File: src/sv/smf_pkg.sv
// Shared types and constants for the 3x3 switching median filter.
// No dependencies; imported by every module of the block.
package smf_pkg;

    localparam int MAX_WIDTH = 2048;
    localparam int COL_W     = $clog2(MAX_WIDTH);
    localparam int Q_DEPTH   = 4;
    localparam int Q_PTR_W   = $clog2(Q_DEPTH);

    localparam logic [11:0] RST_FRAME_WIDTH  = 12'd640;
    localparam logic [15:0] RST_FRAME_HEIGHT = 16'd480;
    localparam logic [7:0]  RST_THRESHOLD    = 8'd25;

    // configuration register indexes
    localparam logic [1:0] CFG_FRAME_WIDTH  = 2'd0;
    localparam logic [1:0] CFG_FRAME_HEIGHT = 2'd1;
    localparam logic [1:0] CFG_THRESHOLD    = 2'd2;

    // pixel code in the kind field
    localparam logic KIND_PIXEL = 1'b0;

    typedef struct packed {
        logic       kind;
        logic [7:0] pixel_in;
    } t_in_item;

    typedef struct packed {
        logic [7:0] pixel_out;
        logic       frame_last;
    } t_out_item;

    // classified window: row-major, index row*3+col, top-left first
    typedef struct packed {
        logic [8:0][7:0] pix;
        logic [8:0]      mask;
        logic            last;
    } t_win_item;

endpackage

File: src/sv/smf_queue.sv
// Short FIFO of classified windows between front and back end.
// Depends on smf_pkg for the entry type and depth.
module smf_queue (
    input  logic               i_clk,
    input  logic               i_rst_n,
    input  logic               i_push,
    input  smf_pkg::t_win_item i_data,
    output logic               o_full,
    input  logic               i_pop,
    output logic               o_valid,
    output smf_pkg::t_win_item o_data
);
    import smf_pkg::*;

    t_win_item          r_mem [Q_DEPTH];
    logic [Q_PTR_W-1:0] r_wp, r_rp;
    logic [Q_PTR_W:0]   r_cnt;

    assign o_full  = (r_cnt == (Q_PTR_W+1)'(Q_DEPTH));
    assign o_valid = (r_cnt != '0);
    assign o_data  = r_mem[r_rp];

    always_ff @(posedge i_clk) begin
        if (!i_rst_n) begin
            r_wp  <= '0;
            r_rp  <= '0;
            r_cnt <= '0;
        end else begin
            if (i_push) r_wp <= r_wp + 1'b1;
            if (i_pop)  r_rp <= r_rp + 1'b1;
            if (i_push && !i_pop)      r_cnt <= r_cnt + 1'b1;
            else if (!i_push && i_pop) r_cnt <= r_cnt - 1'b1;
        end
    end

    always_ff @(posedge i_clk) begin
        if (i_push) r_mem[r_wp] <= i_data;
    end

endmodule

File: config.mk
export PLATFORM = sky130hd
export DESIGN_NAME = smf_queue
export DESIGN_NICKNAME = d
export VERILOG_FILES = /design/src/sv/smf_pkg.sv /design/src/sv/smf_queue.sv
export SDC_FILE = /design/constraint.sdc
export NUM_CORES = 1
export LEC_CHECK = 0
export ABC_AREA = 1
export BUFFER_PORTS_ARGS = -buffer_cell sky130_fd_sc_hd__clkbuf_2
export CAP_MARGIN = 20
export CELL_PAD_IN_SITES_DETAIL_PLACEMENT = 0
export CELL_PAD_IN_SITES_GLOBAL_PLACEMENT = 1
export CORE_MARGIN = 3
export CORE_UTILIZATION = 47
export DETAILED_ROUTE_END_ITERATION = 6
export HOLD_SLACK_MARGIN = 0.03
export PLACE_DENSITY = 0.84
export SLEW_MARGIN = 20
export SYNTH_ARGS = -nofsm -noshare
export SYNTH_HDL_FRONTEND = slang
export SYNTH_SLANG_ARGS = --single-unit
File: constraint.sdc
create_clock -name i_clk -period 2.9 [get_ports i_clk]
set_input_delay 0.435 -clock i_clk [delete_from_list [all_inputs] [get_ports i_clk]]
set_output_delay 0.435 -clock i_clk [all_outputs]
set_load 0.01 [all_outputs]
==> metrics.md, run 1 <==
| Metric | Value |
|---|---|
| Pre-CTS setup slack | `923 ps` |
| Final period util | `89.6%` |
| Max-Cap Viols | `0` |
| Routed WL per cell | `18.5 um` |
| Row cnt | `59` |
| Final wirelength | `25.5 mm` |
| Crit path DAT | `2160 ps` |
| Utilization after layout | `roughly 57%` |
| Worst Setup Slack, final | `303 ps` |
| Max rail drop VDD | `0.509 mV` |
| Worst-margin pin slew | `around 720 ps` |
| Fill cells | `2068` |
| Family with the most delay on the worst path | `buffers and inverters` |
| Fin. Hold Viols | `0` |
| Switching pwr | `around 2.4 mW` |
| Crit path largest cell delay | `440 ps` |
| Gr busiest metal | `met2` |
| Hold Path Origin | `i_data[75]` |
| CTS clk-pin slew, worst paths | `60 ps` |
| Initial antenna violation count | `2` |
| Finished Cell Area | `15000 um2` |
| CP endpoint kind | `primary output` |
| Die height | `170 um` |
| Largest net degree at the start of global routing | `165` |
| Syn Inst Count | `852` |
| WHS Path Cells | `1` |
| Setup tns final | `0 ps` |
| DRC errors left | `0` |
| DR iter-0 viols | `503` |
| Worst r2r path cells | `5` |
| IO Pins | `170` |
| Hold Path Sink | `r_mem[2][75]$_DFFE_PP_` |
| Worst-Skew Late Latency | `490 ps` |
| Layout cell share with drive strength beyond 1 | `around a quarter` |
| P per Cell Area | `719 nW/um2` |
| Post-Synth Adder-Cell Area | `0.650%` |
| Skew final | `13.2 ps` |
| Pre-Repair DR Iteration Count | `6` |
| Design Power | `10.8 mW` |
| CP max stage cell | `buf_12` |
| Largest family of logic cells by synthesized area | `compound AO/OA/AOI/OAI gates` |
| Core area | `26300 um2` |
| DP HPWL | `14.8 mm` |
| Mapped Area | `12700 um2` |
| Critical Path RT | `2470 ps` |
| DR vias | `7495` |
| H-tree level count | `2` |
| R2R Path Start | `r_wp[0]$_SDFFE_PN0P_` |
| M2 GR Usage | `roughly 29%` |
| Starting Density | `48.3%` |
| Syn-to-layout area delta | `17.9%` |
| Root buf cell | `clkbuf_16` |
| First-pass GRT wire length | `between 30 and 40 mm` |
| Min Tclk post-route | `2600 ps` |
| Synth Area in XOR/XNOR | `0%` |
| Combinational power share | `9.2%` |
| Post-synthesis sequential area ratio | `79.0%` |
| Placed inst area | `around 14000 um2` |
| P_int | `8.40 mW` |
| Mean Syn Cell Area | `14.9 um2` |
| Post-Syn Nets | `944` |
| Simple-Gate Fraction of Synth Area | `5.49%` |
| Sequential fraction of design power | `52.2%` |
| Die area | `approximately 29000 um2` |
| Diodes inserted | `0` |
| Hold-fix buffers at CTS | `0` |
| Pins Over Slew Limit | `0` |
| Crit Path Class | `flop to primary output` |
| CTS tree | `built` |
| Reg area | `10000 um2` |
| Die X | `170 um` |
| GR Layer Usage met3 | `4.76%` |
| Yosys synthesis warning count | `0` |
| Startpoint class of the critical path | `flop` |
| Vias in the first global route | `7403` |
| Reg2reg setup slack | `1110 ps` |
| Post-CTS Setup Bufs | `0` |
| Placer Congestion | `0.740` |
| Worst R2R End | `r_mem[0][67]$_DFFE_PP_` |
| Worst-path maximum fanout | `roughly 160` |
| Post-DRT Antenna Nets | `0` |
| Met1 Usage GRT | `~22%` |
| Seq cells post-synth | `337` |
| HP Class | `primary input to flop` |
| Switching part of the total | `22.0%` |
| Complex-gate fraction of the synthesized area | `between 10% and 20%` |
| Worst Path Buf+Inv | `2` |
| Vias per cell | `~5.4` |
| Fmax | `385 MHz` |
| GRT Total Usage | `17.3%` |
| Mux cell area share after synthesis | `0%` |
| Leakage | `5.31 nW` |
| Synth cell types | `24` |
| Status | `finished clean` |
| Layout Nets | `roughly 1100` |
| RSZ-0062 raised after global routing | `no` |
| Worst-path cell chain | `buf_12, o21ai_0, o22ai_1, clkbuf_2` |
| TritonCTS buffer count | `36` |
| IO buf count | `169` |
| Clock Tree Buf Depth | `3` |
| Grt ovf | `0` |
| Multi-input gate area | `2240 um2` |
| Rel. slew slack | `51.8%` |
| CTS Sinks | `337` |
| Power share of the clock group | `38.6%` |
| Final setup viols | `0` |
| Post-cts gate resize count | `0` |
[kinds of logic (layout without fill, tap and decap cells)]
| logic type | Yosys count | count (layout) |
|---|---|---|
| flip-flops | 337 | 337 |
| buffers and inverters | 70 | 265 |
| AO/OA/AOI/OAI | 256 | 256 |
| AND/OR/NAND/NOR | 183 | 183 |
| adder cells (fa/ha/maj) | 6 | 6 |
[state kept, by name (all words and copies together) (netlist names), named ones only]
register and cells:
r_rp 2, r_wp 2, r_cnt 3, r_mem 328
[worst reg2reg max path, stage by stage, from the launching register on]
cell	delay, ps
dfxtp_1	330
inv_1	130
ha_1	170
nand2_1	80
inv_4	410
buf_12	310
[cell usage after synthesis, drive strengths merged]
| master | instances | share of area (%) |
|---|---|---|
| edfxtp | 328 | 78 |
| nor2 | 170 | 5.1 |
| o21ai | 170 | 7.2 |
| o22ai | 82 | 4.1 |
| buf | 39 | 2.4 |
| inv | 17 | 0.52 |
| clkbuf | 14 | 0.41 |
| nand2 | 10 | 0.30 |
| dfxtp | 9 | 1.4 |
| ha | 5 | 0.49 |
| a21oi | 4 | 0.16 |
| fa | 1 | 0.16 |
| nand3 | 1 | 0.039 |
| nand4 | 1 | 0.049 |
| nor3 | 1 | 0.039 |
[metrics by stage]
| stage | std cells | hold slack, ps |
|---|---|---|
| 6_report | 1382 | 152 |
| 5_1_grt | 1382 | 137 |
| 4_1_cts | 1382 | 132 |
| 3_5_place_dp | 1323 | 431 |
| 3_3_place_gp | 1323 | 418 |
| 2_1_floorplan | 852 | 412 |
[final cells by class]
| type | instances | share of cell area [%] |
|---|---|---|
| Sequential cell | 337 | 67.0 |
| Multi-Input combinational cell | 445 | 15.0 |
| Timing Repair Buffer | 189 | 7.49 |
| Clock buffer | 44 | 6.36 |
| Tap cell | 335 | 2.80 |
| Clock inverter | 15 | 0.802 |
| Inverter | 17 | 0.535 |
[worst max-delay path by stage]
stage,from,to,depth (start not counted)
final,flop,o_data[74],4
after global routing,flop,o_data[14],4
after CTS,flop,o_data[74],4
after detailed placement,flop,o_data[74],4
after global placement,flop,o_data[0],5
after floorplan,r_wp[0]$_SDFFE_PN0P_,r_mem[2][0]$_DFFE_PP_,4
[layout by cell type, fill, tap and decap left out, types with 2 or more instances in the layout]
master / count
o21ai_2: 18
ha_1: 5
clkinv_1: 9
o21ai_1: 62
edfxtp_1: 328
o22ai_2: 2
clkinv_2: 4
buf_4: 10
o21ai_0: 90
nor2_1: 168
a21oi_1: 4
o22ai_1: 80
dfxtp_1: 7
nand2_1: 10
inv_1: 11
clkbuf_2: 169
bufinv_16: 2
inv_4: 4
clkbuf_1: 7
clkbuf_16: 37
buf_12: 10
nor2_2: 2
[power groups by stage]
| stage | clock [mW] | sequential (mW) | combinational [mW] |
|---|---|---|---|
| 6_report | 4.16 | 5.62 | 0.991 |
| 3_5_place_dp | 0 | 5.72 | 1.01 |
| 4_1_cts | 4.26 | 5.62 | 1.01 |
| 3_3_place_gp | 0 | 5.71 | 0.986 |
| 2_1_floorplan | 0 | 5.72 | 0.579 |
| 5_1_grt | 4.44 | 5.63 | 1.10 |
[layer usage]
metal / wire length (um) / share of wire (%)
met5: 29 / 0.11
met4: 663 / 2.6
met3: 1820 / 7.1
met2: 12500 / 49
met1: 10500 / 41
Power figures use the tool's default switching activity.
==> run 2: changes to the inputs <==
==> constraint.sdc (replaced) <==
create_clock -name i_clk -period 2.9 [get_ports i_clk]
set_input_delay 0.145 -clock i_clk [delete_from_list [all_inputs] [get_ports i_clk]]
set_output_delay 0.145 -clock i_clk [all_outputs]
set_load 0.01 [all_outputs]
==> metrics.md, run 2 (same netlist as run 1, synthesis figures left out) <==
| Metric | Value |
|---|---|
| DP HPWL | `14.9 mm` |
| Starting Density | `48.3%` |
| Crit path DAT | `2280 ps` |
| TritonCTS buffer count | `35` |
| Worst-Skew Late Latency | `500 ps` |
| CTS clk-pin slew, worst paths | `60 ps` |
| Startpoint class of the critical path | `flop` |
| Reg2reg setup slack | `1140 ps` |
| Most frequent cells in the layout | `edfxtp_1 (328), clkbuf_2 (169), nor2_1 (168), o21ai_0 (90), dlygate4sd3_1 (85)` |
| Met1 WL | `11.2 mm` |
| Initial antenna violation count | `1` |
| GRT Total Usage | `18.1%` |
| HP Class | `primary input to flop` |
| Die X | `~170 um` |
| Vias in the first global route | `7804` |
| Crit path largest cell delay | `440 ps` |
| R2R Path Start | `r_wp[0]$_SDFFE_PN0P_` |
| Post-CTS Setup Bufs | `0` |
| Worst-path cell chain | `inv_6, buf_12, nor2_1, o22ai_1, clkbuf_2` |
| DR iter-0 viols | `720` |
| Design Power | `about 11 mW` |
| Hold-fix buffers at CTS | `85` |
| Clock Tree Buf Depth | `3` |
| Pre-Repair DR Iteration Count | `4` |
| DR vias | `7826` |
| Pins Over Slew Limit | `0` |
| First-pass GRT wire length | `41.3 mm` |
| Min Tclk post-route | `2430 ps` |
| Max rail drop VDD | `0.497 mV` |
| Layout cell share with drive strength beyond 1 | `between 20% and 30%` |
| Core area | `roughly 26000 um2` |
| Fmax | `412 MHz` |
| Post-cts gate resize count | `0` |
| WL met2 | `13.1 mm` |
| Worst r2r path cells | `5` |
| Rel. slew slack | `60.1%` |
| Post-DRT Antenna Nets | `0` |
| CTS Sinks | `337` |
| Worst-margin pin slew | `roughly 600 ps` |
| P per Cell Area | `709 nW/um2` |
| Placer Congestion | `roughly 0.7` |
| Worst-path maximum fanout | `65` |
| Critical Path End | `o_data[30]` |
| Die area | `slightly below 30000 um2` |
| Vias per cell | `~5.3` |
| Leakage | `between 5 and 6 nW` |
| Routed WL per cell | `~18 um` |
| Top Layer Used | `met4` |
| Die height | `between 150 and 200 um` |
| CP max stage cell | `inv_6` |
| Max-Cap Viols | `0` |
| Setup tns final | `0 ps` |
| Final period util | `roughly 84%` |
| Row cnt | `59` |
| Hold Path Origin | `i_data[16]` |
| Grt ovf | `0` |
| CP endpoint kind | `primary output` |
| Top Registers | `r_mem (328), r_cnt (3)` |
| Status | `finished clean` |
| Final setup viols | `0` |
| Critical Path RT | `2760 ps` |
| Crit Path Class | `flop to primary output` |
| Max reg flops | `328` |
| Root buf cell | `clkbuf_16` |
| Top reg by flops | `r_mem` |
| H-tree level count | `2` |
| Met3 WL | `1.65 mm` |
| Layout Nets | `1198` |
| Fin. Hold Viols | `0` |
| Final wirelength | `around 27 mm` |
| CTS tree | `built` |
| IO buf count | `169` |
| RSZ-0062 raised after global routing | `no` |
| Worst R2R End | `r_mem[0][66]$_DFFE_PP_` |
| DRC errors left | `0` |
| IO Pins | `170` |
| Largest net degree at the start of global routing | `~150` |
| Skew final | `15.3 ps` |
| Syn-to-layout area delta | `25.1%` |
| Commonest non-fill, non-tap cell in the layout | `edfxtp_1` |
run 2: cell count changes in the layout (fill, tap and decap cells not counted), sizes merged:
cell / change
dlygate4sd3: +85
buf: -4
bufinv: +3
clkbuf: -3
clkinvlp: +3
diode: +2
clkinv: +1
run 2: layer usage:
layer  track usage, %  vias to the layer above
met5                0                        -
met4             5.26                        0
met3             3.48                       38
met2             30.7                      223
met1             24.0                     3838
li1                 -                     3727
run 2: area by class of cell:
type                            count  area (um2)
Clock buffer                       41         961
Inverter                           17        80.1
Fill cell                        1988       10400
Timing Repair Buffer              270        1900
Sequential cell                   337       10000
Multi-Input combinational cell    445        2240
Antenna cell                        2        5.00
Clock inverter                     22         240
Tap cell                          335         419
run 2: worst max-delay path, delay by kind of cell, from the launching register on:
| kind | cells | cell delay [ps] |
|---|---|---|
| flops | 1 | 430 |
| simple gates | 1 | 70 |
| buf+inv | 3 | 970 |
| compound gates | 1 | 250 |
run 2: report_power, final:
group	switching, mW	internal [mW]
sequential	0.0575	5.56
clock	1.75	2.82
combinational	0.674	0.403
run 2: worst min path at each step:
stage / end / slack, ps / cells past startpoint
floorplan: r_mem[0][0]$_DFFE_PP_ / 240 / 0
global placement: r_mem[3][59]$_DFFE_PP_ / 360 / 1
detailed placement: r_mem[2][80]$_DFFE_PP_ / 360 / 1
CTS: r_mem[0][8]$_DFFE_PP_ / 380 / 2
global route: r_mem[1][5]$_DFFE_PP_ / 390 / 2
finish: r_mem[0][16]$_DFFE_PP_ / 400 / 2
run 2: through the flow:
stage | util [%] | instance area, um2 | setup WS [ps] | hold slack (ps) | std cells
floorplan | - | 12700 | 288 | 244 | 852
global placement | 52.6 | 13800 | 1020 | 360 | 1319
detailed placement | 52.6 | 13800 | 992 | 363 | 1319
CTS | 60.4 | 15900 | 441 | 376 | 1467
global route | 60.4 | 15900 | 339 | 393 | 1468
finish | 60.5 | 15900 | 470 | 397 | 1469
